$ cat src/rtl/core/farp_pkg.sv
// Package for the archive record parser: record kinds, attribute tag codes,
// body classes, the result word type and the tag lookup function.
// Depends on nothing; used by file_archive_record_parser.
package farp_pkg;

  localparam int ByteW  = 8;
  localparam int ValueW = 32;
  localparam int SizeW  = 24;
  localparam int KindW  = 4;
  localparam int LenW   = 3;

  // Record kinds.
  localparam logic [KindW-1:0] KIND_NAME_BYTE = 4'd0;
  localparam logic [KindW-1:0] KIND_NAME_END  = 4'd1;
  localparam logic [KindW-1:0] KIND_TYPE      = 4'd2;
  localparam logic [KindW-1:0] KIND_MTIME     = 4'd3;
  localparam logic [KindW-1:0] KIND_GID       = 4'd4;
  localparam logic [KindW-1:0] KIND_UID       = 4'd5;
  localparam logic [KindW-1:0] KIND_INODE     = 4'd6;
  localparam logic [KindW-1:0] KIND_MODE      = 4'd7;
  localparam logic [KindW-1:0] KIND_SIZE      = 4'd8;
  localparam logic [KindW-1:0] KIND_ATTR_END  = 4'd9;
  localparam logic [KindW-1:0] KIND_LINK_BYTE = 4'd10;
  localparam logic [KindW-1:0] KIND_DATA_BYTE = 4'd11;
  localparam logic [KindW-1:0] KIND_ARCH_END  = 4'd12;
  localparam logic [KindW-1:0] KIND_BAD_TAG   = 4'd13;
  localparam logic [KindW-1:0] KIND_NONE      = 4'd0;

  // Attribute tags.
  localparam logic [ByteW-1:0] TAG_END       = 8'h00;
  localparam logic [ByteW-1:0] TAG_TYPE_LO   = 8'h01;
  localparam logic [ByteW-1:0] TAG_TYPE_LINK = 8'h03;
  localparam logic [ByteW-1:0] TAG_TYPE_HI   = 8'h05;
  localparam logic [ByteW-1:0] TAG_MTIME     = 8'h10;
  localparam logic [ByteW-1:0] TAG_GID_S     = 8'h67;
  localparam logic [ByteW-1:0] TAG_GID_L     = 8'h47;
  localparam logic [ByteW-1:0] TAG_UID_S     = 8'h75;
  localparam logic [ByteW-1:0] TAG_UID_L     = 8'h55;
  localparam logic [ByteW-1:0] TAG_INODE_S   = 8'h69;
  localparam logic [ByteW-1:0] TAG_INODE_L   = 8'h49;
  localparam logic [ByteW-1:0] TAG_MODE_S    = 8'h6D;
  localparam logic [ByteW-1:0] TAG_MODE_L    = 8'h4D;
  localparam logic [ByteW-1:0] TAG_SIZE_S    = 8'h73;
  localparam logic [ByteW-1:0] TAG_SIZE_L    = 8'h53;

  // Body classes.
  localparam logic [1:0] BODY_DATA = 2'd0;
  localparam logic [1:0] BODY_NONE = 2'd1;
  localparam logic [1:0] BODY_LINK = 2'd2;

  typedef struct packed {
    logic [KindW-1:0]  kind;
    logic [ValueW-1:0] value;
    logic              done;
    logic              ignored;
  } res_t;

  typedef struct packed {
    logic [KindW-1:0] kind;  // KIND_NONE when the tag is unknown
    logic [LenW-1:0]  len;
  } tag_info_t;

  function automatic tag_info_t tag_info(input logic [ByteW-1:0] tag);
    tag_info_t t;
    t.kind = KIND_NONE;
    t.len  = 3'd0;
    unique case (tag)
      TAG_MTIME:   begin t.kind = KIND_MTIME; t.len = 3'd4; end
      TAG_GID_S:   begin t.kind = KIND_GID;   t.len = 3'd1; end
      TAG_GID_L:   begin t.kind = KIND_GID;   t.len = 3'd4; end
      TAG_UID_S:   begin t.kind = KIND_UID;   t.len = 3'd1; end
      TAG_UID_L:   begin t.kind = KIND_UID;   t.len = 3'd4; end
      TAG_INODE_S: begin t.kind = KIND_INODE; t.len = 3'd1; end
      TAG_INODE_L: begin t.kind = KIND_INODE; t.len = 3'd2; end
      TAG_MODE_S:  begin t.kind = KIND_MODE;  t.len = 3'd2; end
      TAG_MODE_L:  begin t.kind = KIND_MODE;  t.len = 3'd4; end
      TAG_SIZE_S:  begin t.kind = KIND_SIZE;  t.len = 3'd1; end
      TAG_SIZE_L:  begin t.kind = KIND_SIZE;  t.len = 3'd3; end
      default:     begin t.kind = KIND_NONE;  t.len = 3'd0; end
    endcase
    return t;
  endfunction

endpackage

$ cat src/rtl/core/file_archive_record_parser.sv
// Archive record parser top level: byte-wide parse state machine with a
// two-word result buffer (output register plus skid register).
// Depends on farp_pkg.
//
// Usage: the archive image enters one byte per word on the in_ channel
// (in_valid, in_stall, in_byte). Each file is a NUL-ended name, tagged
// attributes ended by a zero byte, and a body. Name bytes, the name end,
// finished attributes, the attribute-list end, body bytes, the archive end
// and an unknown tag each produce one record word on the out_ channel. Other
// tag bytes and the leading bytes of a multi-byte field produce nothing.
// Throughput is one byte per cycle while in_stall is low; the parse state
// machine updates when a byte is accepted, and its record is registered in
// the output register, or parked in the skid register while the output
// register is stalled; in_stall rises only while that skid register
// is full, so the receiver may stall for any length of time and nothing
// is lost. After an archive-end record or an unknown-tag record the block
// swallows all further bytes until reset.
// cfg_wr_en/cfg_wr_data set the byte order of multi-byte fields (0 little,
// 1 big endian); write it only while the block is idle.
// Reset (rst_n low, synchronous) empties the result buffer, returns the
// parser to the start of a file and selects little-endian fields.
module file_archive_record_parser (
  input  logic                        clk,
  input  logic                        rst_n,
  input  logic                        in_valid,
  output logic                        in_stall,
  input  logic [farp_pkg::ByteW-1:0]  in_byte,
  output logic                        out_valid,
  input  logic                        out_stall,
  output logic [farp_pkg::KindW-1:0]  out_record_kind,
  output logic [farp_pkg::ValueW-1:0] out_record_value,
  output logic                        out_file_done,
  output logic                        out_size_ignored,
  input  logic                        cfg_wr_en,
  input  logic                        cfg_wr_data
);

  localparam logic [2:0] PH_FILE_START = 3'd0;
  localparam logic [2:0] PH_NAME       = 3'd1;
  localparam logic [2:0] PH_TAG        = 3'd2;
  localparam logic [2:0] PH_FIELD      = 3'd3;
  localparam logic [2:0] PH_BODY       = 3'd4;
  localparam logic [2:0] PH_HALTED     = 3'd5;
  localparam logic [2:0] PH_ENDED      = 3'd6;

  // Parser state.
  logic [2:0]                        phase_r, phase_nxt;
  logic [farp_pkg::ByteW-1:0]        tag_r, tag_nxt;
  logic [farp_pkg::LenW-1:0]         left_r, left_nxt;
  logic [farp_pkg::ValueW-1:0]       acc_r, acc_nxt;
  logic [1:0]                        body_class_r, body_class_nxt;
  logic [farp_pkg::SizeW-1:0]        size_r, size_nxt;
  logic [farp_pkg::SizeW-1:0]        body_left_r, body_left_nxt;
  logic                              big_endian_r;

  // Result buffer.
  logic                              out_vld_r;
  farp_pkg::res_t                    out_r;
  logic                              skid_vld_r;
  farp_pkg::res_t                    skid_r;

  logic                              in_accept;
  logic                              out_take;
  logic                              res_vld;
  farp_pkg::res_t                    res;
  farp_pkg::tag_info_t               in_info;
  farp_pkg::tag_info_t               pend_info;
  logic [farp_pkg::LenW-1:0]         byte_pos;
  logic [farp_pkg::ValueW-1:0]       byte_ext;
  logic [farp_pkg::SizeW-1:0]        body_dec;

  assign in_stall  = skid_vld_r;
  assign in_accept = in_valid && !skid_vld_r;
  assign out_take  = out_vld_r && !out_stall;

  assign in_info   = farp_pkg::tag_info(in_byte);
  assign pend_info = farp_pkg::tag_info(tag_r);
  assign byte_pos  = pend_info.len - left_r;
  assign byte_ext  = {{(farp_pkg::ValueW-farp_pkg::ByteW){1'b0}}, in_byte};
  assign body_dec  = body_left_r - {{(farp_pkg::SizeW-1){1'b0}}, 1'b1};

  // Next-state and record for the byte on the input port.
  always_comb begin
    phase_nxt      = phase_r;
    tag_nxt        = tag_r;
    left_nxt       = left_r;
    acc_nxt        = acc_r;
    body_class_nxt = body_class_r;
    size_nxt       = size_r;
    body_left_nxt  = body_left_r;
    res_vld        = 1'b0;
    res.kind       = farp_pkg::KIND_NONE;
    res.value      = '0;
    res.done       = 1'b0;
    res.ignored    = 1'b0;
    unique case (phase_r)
      PH_FILE_START: begin
        body_class_nxt = farp_pkg::BODY_DATA;
        size_nxt       = '0;
        body_left_nxt  = '0;
        res_vld        = 1'b1;
        if (in_byte == farp_pkg::TAG_END) begin
          phase_nxt = PH_ENDED;
          res.kind  = farp_pkg::KIND_ARCH_END;
        end else begin
          phase_nxt = PH_NAME;
          res.kind  = farp_pkg::KIND_NAME_BYTE;
          res.value = byte_ext;
        end
      end
      PH_NAME: begin
        res_vld = 1'b1;
        if (in_byte == farp_pkg::TAG_END) begin
          phase_nxt = PH_TAG;
          res.kind  = farp_pkg::KIND_NAME_END;
        end else begin
          res.kind  = farp_pkg::KIND_NAME_BYTE;
          res.value = byte_ext;
        end
      end
      PH_TAG: begin
        if (in_byte == farp_pkg::TAG_END) begin
          res_vld  = 1'b1;
          res.kind = farp_pkg::KIND_ATTR_END;
          if (body_class_r == farp_pkg::BODY_NONE) begin
            phase_nxt   = PH_FILE_START;
            res.done    = 1'b1;
            res.ignored = (size_r != '0);
          end else if (size_r == '0) begin
            phase_nxt = PH_FILE_START;
            res.done  = 1'b1;
          end else begin
            body_left_nxt = size_r;
            phase_nxt     = PH_BODY;
          end
        end else if (in_byte >= farp_pkg::TAG_TYPE_LO && in_byte <= farp_pkg::TAG_TYPE_HI) begin
          body_class_nxt = (in_byte == farp_pkg::TAG_TYPE_LINK) ? farp_pkg::BODY_LINK
                                                                : farp_pkg::BODY_NONE;
          res_vld   = 1'b1;
          res.kind  = farp_pkg::KIND_TYPE;
          res.value = byte_ext;
        end else if (in_info.kind == farp_pkg::KIND_NONE) begin
          phase_nxt = PH_HALTED;
          res_vld   = 1'b1;
          res.kind  = farp_pkg::KIND_BAD_TAG;
          res.value = byte_ext;
        end else begin
          tag_nxt   = in_byte;
          left_nxt  = in_info.len;
          acc_nxt   = '0;
          phase_nxt = PH_FIELD;
        end
      end
      PH_FIELD: begin
        if (pend_info.kind == farp_pkg::KIND_NONE || left_r == '0 ||
            left_r > pend_info.len) begin
          phase_nxt = PH_HALTED;
        end else begin
          if (big_endian_r) begin
            acc_nxt = {acc_r[farp_pkg::ValueW-farp_pkg::ByteW-1:0], in_byte};
          end else begin
            unique case (byte_pos)
              3'd0:    acc_nxt = acc_r | byte_ext;
              3'd1:    acc_nxt = acc_r | (byte_ext << 8);
              3'd2:    acc_nxt = acc_r | (byte_ext << 16);
              3'd3:    acc_nxt = acc_r | (byte_ext << 24);
              default: acc_nxt = acc_r;
            endcase
          end
          left_nxt = left_r - 3'd1;
          if (left_r == 3'd1) begin
            phase_nxt = PH_TAG;
            if (pend_info.kind == farp_pkg::KIND_SIZE) begin
              size_nxt = acc_nxt[farp_pkg::SizeW-1:0];
            end
            res_vld   = 1'b1;
            res.kind  = pend_info.kind;
            res.value = acc_nxt;
          end
        end
      end
      PH_BODY: begin
        body_left_nxt = body_dec;
        res_vld       = 1'b1;
        res.kind      = (body_class_r == farp_pkg::BODY_LINK) ? farp_pkg::KIND_LINK_BYTE
                                                              : farp_pkg::KIND_DATA_BYTE;
        res.value     = byte_ext;
        if (body_dec == '0) begin
          phase_nxt = PH_FILE_START;
          res.done  = 1'b1;
        end
      end
      default: begin
        // Halted or ended: bytes are swallowed without a record.
        phase_nxt = phase_r;
      end
    endcase
  end

  always_ff @(posedge clk) begin
    if (!rst_n) begin
      phase_r      <= PH_FILE_START;
      tag_r        <= '0;
      left_r       <= '0;
      acc_r        <= '0;
      body_class_r <= farp_pkg::BODY_DATA;
      size_r       <= '0;
      body_left_r  <= '0;
      big_endian_r <= 1'b0;
    end else begin
      if (cfg_wr_en) begin
        big_endian_r <= cfg_wr_data;
      end
      if (in_accept) begin
        phase_r      <= phase_nxt;
        tag_r        <= tag_nxt;
        left_r       <= left_nxt;
        acc_r        <= acc_nxt;
        body_class_r <= body_class_nxt;
        size_r       <= size_nxt;
        body_left_r  <= body_left_nxt;
      end
    end
  end

  // Output register with a skid register behind it. A byte is accepted only
  // while the skid register is empty, so a new record always has a place.
  always_ff @(posedge clk) begin
    if (!rst_n) begin
      out_vld_r  <= 1'b0;
      skid_vld_r <= 1'b0;
    end else if (!out_vld_r || out_take) begin
      if (skid_vld_r) begin
        out_vld_r  <= 1'b1;
        skid_vld_r <= 1'b0;
      end else begin
        out_vld_r <= in_accept && res_vld;
      end
    end else if (in_accept && res_vld) begin
      skid_vld_r <= 1'b1;
    end
  end

  always_ff @(posedge clk) begin
    if (!out_vld_r || out_take) begin
      out_r <= skid_vld_r ? skid_r : res;
    end else if (in_accept && res_vld) begin
      skid_r <= res;
    end
  end

  assign out_valid        = out_vld_r;
  assign out_record_kind  = out_r.kind;
  assign out_record_value = out_r.value;
  assign out_file_done    = out_r.done;
  assign out_size_ignored = out_r.ignored;

  // A parked record always sits behind a full output register.
  assert property (@(posedge clk) disable iff (!rst_n) skid_vld_r |-> out_vld_r)
    else $error("skid register full while output register empty");

  // Halted and ended are terminal until reset.
  assert property (@(posedge clk) disable iff (!rst_n)
    (phase_r == PH_HALTED || phase_r == PH_ENDED) |=> $stable(phase_r))
    else $error("parser left a terminal phase without reset");

  // While a body is running its remaining count is never zero.
  assert property (@(posedge clk) disable iff (!rst_n)
    (phase_r == PH_BODY) |-> (body_left_r != '0))
    else $error("body phase with zero bytes left");

  // While a field is being gathered at least one byte is still due.
  assert property (@(posedge clk) disable iff (!rst_n)
    (phase_r == PH_FIELD) |-> (left_r != '0 && left_r <= pend_info.len))
    else $error("field byte count out of range");

  // A record is produced only for an accepted byte or drained from the skid.
  assert property (@(posedge clk) disable iff (!rst_n)
    (!out_vld_r && !skid_vld_r && !in_accept) |=> !out_vld_r)
    else $error("record appeared without an accepted byte");

endmodule
$ cat config.mk
export PLATFORM = sky130hd
export DESIGN_NAME = file_archive_record_parser
export DESIGN_NICKNAME = d
export VERILOG_FILES = /design/src/rtl/core/farp_pkg.sv /design/src/rtl/core/file_archive_record_parser.sv
export SDC_FILE = /design/constraint.sdc
export NUM_CORES = 1
export LEC_CHECK = 0
export ABC_CLOCK_PERIOD_IN_PS = 7500
export BUFFER_PORTS_ARGS = -buffer_cell sky130_fd_sc_hd__buf_2
export CAP_MARGIN = 20
export CORE_AREA = 5 5 176 178
export CTS_BUF_LIST = sky130_fd_sc_hd__clkbuf_16
export DETAILED_ROUTE_END_ITERATION = 10
export DIE_AREA = 0 0 181 183
export GPL_TIMING_DRIVEN = 0
export PLACE_DENSITY_LB_ADDON = 0.2
export REMOVE_ABC_BUFFERS = 1
export SLEW_MARGIN = 15
export SYNTH_ARGS = -nofsm -noshare
export SYNTH_HDL_FRONTEND = slang
export SYNTH_SLANG_ARGS = --single-unit
$ cat constraint.sdc
create_clock -name clk -period 7.5 [get_ports clk]
set_input_delay 1.5 -clock clk [delete_from_list [all_inputs] [get_ports clk]]
set_output_delay 1.5 -clock clk [all_outputs]
set_load 0.02 [all_outputs]
---- Yosys cells after proc, flatten, opt, wreduce, memory -nomap -nowiden ----
Index checks and enable logic that the tools add are counted.
word-level totals
  input bits .............................. 14
  register bits after elaboration ......... 175
cells by class
  mux-type cells .......................... 63
  order comparisons ....................... 3
  reduce and logical (&&, ||, !) cells .... 33
  bitwise logic cells ..................... 9
  $add $sub $neg .......................... 3
  eq/ne operators ......................... 48
operator list
  operator                                             number
  two-way mux 32 bit                                   6
  case mux 36 bit (5 select lines)                     1
  == test 8 x 7 -> 1 bit (second input constant)       20
  case mux 7 bit (11 select lines)                     2
  two-way mux 24 bit                                   6
  two-way mux 36 bit                                   4
  case mux 32 bit (4 select lines)                     1
  case mux 24 bit (3 select lines)                     1
  case mux 32 bit (2 select lines)                     1
  zero test 24 bit                                     2
  case mux 24 bit (2 select lines)                     1
  two-way mux 3 bit                                    14
  two-way mux 38 bit                                   1
  bitwise OR 32 x 16 -> 32 bit                         1
  bitwise OR 32 x 24 -> 32 bit                         1
  bitwise OR 32 bit                                    1
  bitwise OR 32 x 8 -> 32 bit                          1
  inequality test 2 bit (second input constant)        12
  nonzero test 24 bit                                  1
  subtractor 24 x 1 -> 24 bit (second input constant)  1
  == test 8 x 5 -> 1 bit (second input constant)       2
  case mux 3 bit (5 select lines)                      1
  AND reduction 5 bit                                  3
  two-way mux 1 bit                                    13
  35 further kinds                                     62

---- Depth between registers and ports, before layout ----
  depth after elaboration ................. 10
  mapped depth ............................ 15

---- Worst setup path after synthesis ----
OpenSTA, ideal clock, no wires.
  kind .................................... input -> register
  start point ............................. in in_byte[7] (netlist name)
  end point ............................... reg skid_r[0] (netlist name), enable pin
  buffers on the path ..................... 1
  slack ................................... 1.831 ns
  arrival ................................. 5.188 ns
  required time ........................... 7.019 ns
  setup time .............................. 0.481 ns
  cell stages on the path ................. 8
  path through ............................ clkbuf_1 -> and3b_1 -> o2111ai_1 -> o21a_1 -> nand3b_1 -> a21oi_1 -> nor2_1 -> nor3_1
on the way
  cells in the longest elaborated chain, start to end .. 9
  elaborated cells between the ends (all ways) .. 23
RTL lines
  element                                                           RTL line                           RTL
  start: declaration                                                file_archive_record_parser.sv:27   input logic [farp_pkg::ByteW-1:0] in_byte,
  == test 8 x 7 -> 1 bit or == test 8 x 5 -> 1 bit (tied branches)  farp_pkg.sv:67                     unique case (tag)
  case mux 7 bit (11 select lines)                                  farp_pkg.sv:67
  zero test 4 bit                                                   file_archive_record_parser.sv:142  end else if (in_info.kind == farp_pkg::KIND_NONE) begin
  two-way mux 1 bit                                                 file_archive_record_parser.sv:142
  two-way mux 1 bit                                                 file_archive_record_parser.sv:136  end else if (in_byte >= farp_pkg::TAG_TYPE_LO && in_byte <= farp_pkg::TAG_TYPE_HI) begin
  two-way mux 1 bit (*)                                             file_archive_record_parser.sv:122  if (in_byte == farp_pkg::TAG_END) begin
  case mux 1 bit (3 select lines) (*)                               file_archive_record_parser.sv:96   unique case (phase_r)
  logical AND 1 bit (*)                                             file_archive_record_parser.sv:247  end else if (in_accept && res_vld) begin
  AND reduction 2 bit (no line) (*)                                 --
  end signal: assignment                                            file_archive_record_parser.sv:248  skid_r <= res;
  end: declaration                                                  file_archive_record_parser.sv:60   farp_pkg::res_t skid_r;
Mark *: on every way between the ends. The rest lies on a longest branch, timed or not.
A chain may end at the register's enable or synchronous reset.

---- Worst setup path after layout ----
  start point ............................. reg tag_r[3] (netlist name)
  end point ............................... reg skid_r[14] (netlist name), enable pin
on the way
  cells in the longest elaborated chain, start to end .. 9
  elaborated cells between the ends (all ways) .. 20
RTL lines
  element                                                           RTL line                           RTL
  start: declaration                                                file_archive_record_parser.sv:48   logic [farp_pkg::ByteW-1:0] tag_r, tag_nxt;
  start signal: assignment                                          file_archive_record_parser.sv:216  tag_r <= tag_nxt;
  == test 8 x 7 -> 1 bit or == test 8 x 5 -> 1 bit (tied branches)  farp_pkg.sv:67
  case mux 7 bit (11 select lines) (*)                              farp_pkg.sv:67
  branches (longest 2 deep; another with > comparator 3 bit)        --
  logical OR 1 bit (*)                                              file_archive_record_parser.sv:155  if (pend_info.kind == farp_pkg::KIND_NONE || left_r == '0 ||
  two-way mux 1 bit (*)                                             file_archive_record_parser.sv:155
  case mux 1 bit (3 select lines) (*)                               file_archive_record_parser.sv:96
  logical AND 1 bit (*)                                             file_archive_record_parser.sv:247
  AND reduction 2 bit (no line) (*)                                 --
Mark *: on every way between the ends.

==> flow_summary.yaml <==
die:
  ios: 54
  start_util_pct: 30.5
  rows: 63
  die_area_um2: 33100
  die_w_um: 181
  fp.coreArea_um2: 29200
  die_h_um: 183
timing:
  setup_violations: 0
  worst_pin_slew_ps: 1140
  max_freq_mhz: 241
  hold_viol: 0
  fin_skew_ps: 11.2
  period_needed_ps: 4140
  drv_slew: 0
  post-route-period-util_pct: 55.2
  maxSlewHeadroom_pct: 23.9
  rsz0062_at_grt: "false"
detailed_routing:
  drt-initial-drc-count: 646
  num_vias: 7365
  drtPass1Iterations: 5
  avgViaCountPerCell: 5.33
  drt-total-wl_um: 24900
  drc_errors: 0
  wl_per_cell_um: 18.0
  ant_nets: 0
synth:
  synthFlopType: "dfxtp_1"
  async_flop_share_pct: 0
  synth_area_leaders: "edfxtp_1 (26%), dfxtp_1 (22%), a21oi_1 (5.4%), nor2_1 (4.2%), nand2_1 (4.1%)"
  avgSynthCellArea_um2: 9.26
  netlist.area_leader.share_pct: 25.6
  synth.yosys.seq_area_share_pct: 47.8
  synth_cell_types: 75
  synth_area_um2: 8930
  synth-seq-cells: 175
  syn_inst: 964
  yosysTopAreaCell: "edfxtp_1"
  synth_edf_count: 76
  ys_warn_count: 0
global_routing:
  grt_pass1_wl_um: 40200
  grt_overflow: 0
  grt_pass1_vias: 6949
  grtUsageTotal_pct: 14.9
  grt_start_max_net_pins: 55
  grt_antenna_before_repair: 0
clock_tree:
  hold_buffers: 0
  cts.sinks: 175
  cts_buffers: 17
  cts_setup_buffers: 0
  clock_latency_ps: 430
  cts_root_buf: "clkbuf_16"
  clock_path_buffers: 2
  clk_pin_slew_ps: 70
  htree_num_levels: 4
  cts_resized: 0
  cts_tree: "built"
final_layout:
  n_antenna_cell: 0
  utilization_pct: 35.0
  final_layout_size_suffix_gt1_share_pct: 14.3
  syn_to_final_growth_pct: 14.7
  nets: 1004
  nFillCells: 2973
pwr:
  power.total_w: 0.00272
  power_leakage_nw: 3.61
  vdd_ir_drop_max_uv: 156
  seq_power_share_pct: 41.5
  internal-power_w: 0.00180
  clkPwrFrac_pct: 32.9
  power_frac_comb_pct: 25.6
  power_switching_share_pct: 34.1
  powerDensity_nw_per_um2: 266
  p_switching_w: 0.000928
worst_setup_path:
  worst_r2r_startpoint: "tag_r[3]"
  critical_path.max_fanout: 11
  cp-start-kind: "register"
  r2r-end: "skid_r[14]"
  ff2ff_path_depth: 16
  r2r_slack_ps: 3360
  setup.worst_path.class: "reg -> reg"
  crit_path_end_kind: "register"
  critPathRequiredTime_ps: 7630
  arrival_ps: 4280
place:
  portBuffers: 53
  dp_hpwl_um: 17400
  place_congestion: 0.821
hold_path:
  worstHoldPathType: "reg -> reg"
  holdPathStages: 2
  worstHoldEndpoint: "tag_r[7]"
  min_from: "tag_r[7]"
job:
  maxCapViolCount: 0
status:
  status: "finished, final reports clean"
[state kept, by name, indices dropped and copies added (netlist names)]
signal            flops
out_valid             1
out_size_ignored      1
big_endian_r          1
acc_r                32
body_left_r          24
phase_r               3
out_record_value     32
out_record_kind       4
tag_r                 8
body_class_r          2
skid_r               38
size_r               24
out_file_done         1
in_stall              1
left_r                3
[logic make-up (layout without fill, tap and decap cells)]
group                    after synthesis  after routing  synth area share [%]
adder cells (fa/ha/maj)               10             10                  1.57
flip-flops                           175            175                  47.8
XOR/XNOR                              16             16                  1.57
AND/OR/NAND/NOR                      344            344                  18.9
AO/OA/AOI/OAI                        298            298                  22.5
buffers and inverters                 90            119                  3.91
multiplexers                          31             31                  3.76
[layout make-up]
type	instances	area (um^2)	area share, %
multi-input combinational	699	4350	42.5
sequential	175	4270	41.7
tap	390	488	4.77
timing repair buffer	71	470	4.60
clock buffer	17	425	4.16
clock inverter	15	174	1.70
inverter	16	60.1	0.587
[routing by layer]
metal | routed length [um] | vias up | GRT usage (%)
li1 | - | 3622 | -
met1 | 12000 | 3547 | 21.5
met2 | 11600 | 175 | 24.2
met3 | 1150 | 21 | 2.36
met4 | 228 | 0 | 2.85
met5 | 0 | - | 0
[through the flow]
stage	cell area, um^2	setup TNS (ps)	hold slack [ps]	instances	worst slack, ps
after floorplan	8640	0	418	890	1510
after global placement	9390	-44580	435	1333	-1010
after detailed placement	9590	0	439	1348	2960
after CTS	10200	0	451	1380	3310
after global routing	10200	0	474	1383	2970
final	10200	0	447	1383	3360
[worst max-delay path: stages (launching register included)]
cell and delay [ps]:
dfxtp_1 510, nor3b_1 450, nand3b_1 130, o21ai_0 120, nand2_1 110, ha_1 250, nor2b_1 110, o21ai_0 100
a21oi_1 180, o21ai_0 290, a21oi_1 260, nor2_1 70, nor3_2 340, buf_4 260, buf_4 210, buf_4 220
buf_4 220
[worst max path at each step]
| stage | from | slack (ps) | endpoint |
|---|---|---|---|
| 6_report | tag_r[3] | 3360 | skid_r[14] |
| 5_1_grt | tag_r[3] | 2970 | skid_r[10] |
| 4_1_cts | tag_r[3] | 3310 | out_record_value[10] |
| 3_5_place_dp | in_byte[4] | 2960 | skid_r[17] |
| 3_3_place_gp | in_byte[4] | -1010 | left_r[1] |
| 2_1_floorplan | in_byte[1] | 1510 | left_r[2] |
[power groups by stage]
stage | logic (W) | registers, W | clock network (W)
final | 0.000698 | 0.00113 | 0.000897
after global routing | 0.000777 | 0.00114 | 0.000959
after CTS | 0.000694 | 0.00113 | 0.000920
after detailed placement | 0.000691 | 0.00115 | 0
after global placement | 0.000670 | 0.00115 | 0
after floorplan | 0.000457 | 0.00118 | 0
[placed cells by master (no fill, tap or decap), types with 6 or more instances in the layout]
master / n
nor2b_1: 7
or3_1: 7
edfxtp_1: 76
a22o_1: 20
nor2_1: 99
dfxtp_1: 98
clkbuf_16: 17
nor3_1: 21
o31ai_1: 35
o21ai_0: 38
mux2_2: 20
a31oi_1: 6
buf_2: 55
a21oi_1: 95
mux2i_1: 11
ha_1: 8
a211oi_1: 9
nor4_1: 14
inv_1: 12
nand3_1: 29
nand2b_1: 13
and2_1: 10
a22oi_1: 19
xor2_1: 8
o2bb2ai_1: 16
nand2_1: 96
a221oi_1: 6
buf_4: 7
xnor2_1: 8
nor3b_1: 10
[synthesized netlist by cell type, types with 4 or more instances]
library cell / number
nor2_1: 100
dfxtp_1: 99
nand2_1: 97
a21oi_1: 96
edfxtp_1: 76
clkbuf_1: 63
o21ai_0: 38
o31ai_1: 35
nand3_1: 29
nor3_1: 22
a22o_1: 20
mux2_2: 20
a22oi_1: 19
o2bb2ai_1: 16
nor4_1: 14
nand2b_1: 13
inv_1: 12
mux2i_1: 11
and2_1: 10
nor3b_1: 10
a211oi_1: 9
buf_2: 9
ha_1: 8
xnor2_1: 8
xor2_1: 8
nor2b_1: 7
or3_1: 7
a221oi_1: 6
a31oi_1: 6
nor4b_1: 5
o21a_1: 5
o21ai_1: 5
and3b_1: 4
nand4_1: 4
o31a_1: 4
or4_1: 4
Power figures use the tool's default switching activity.
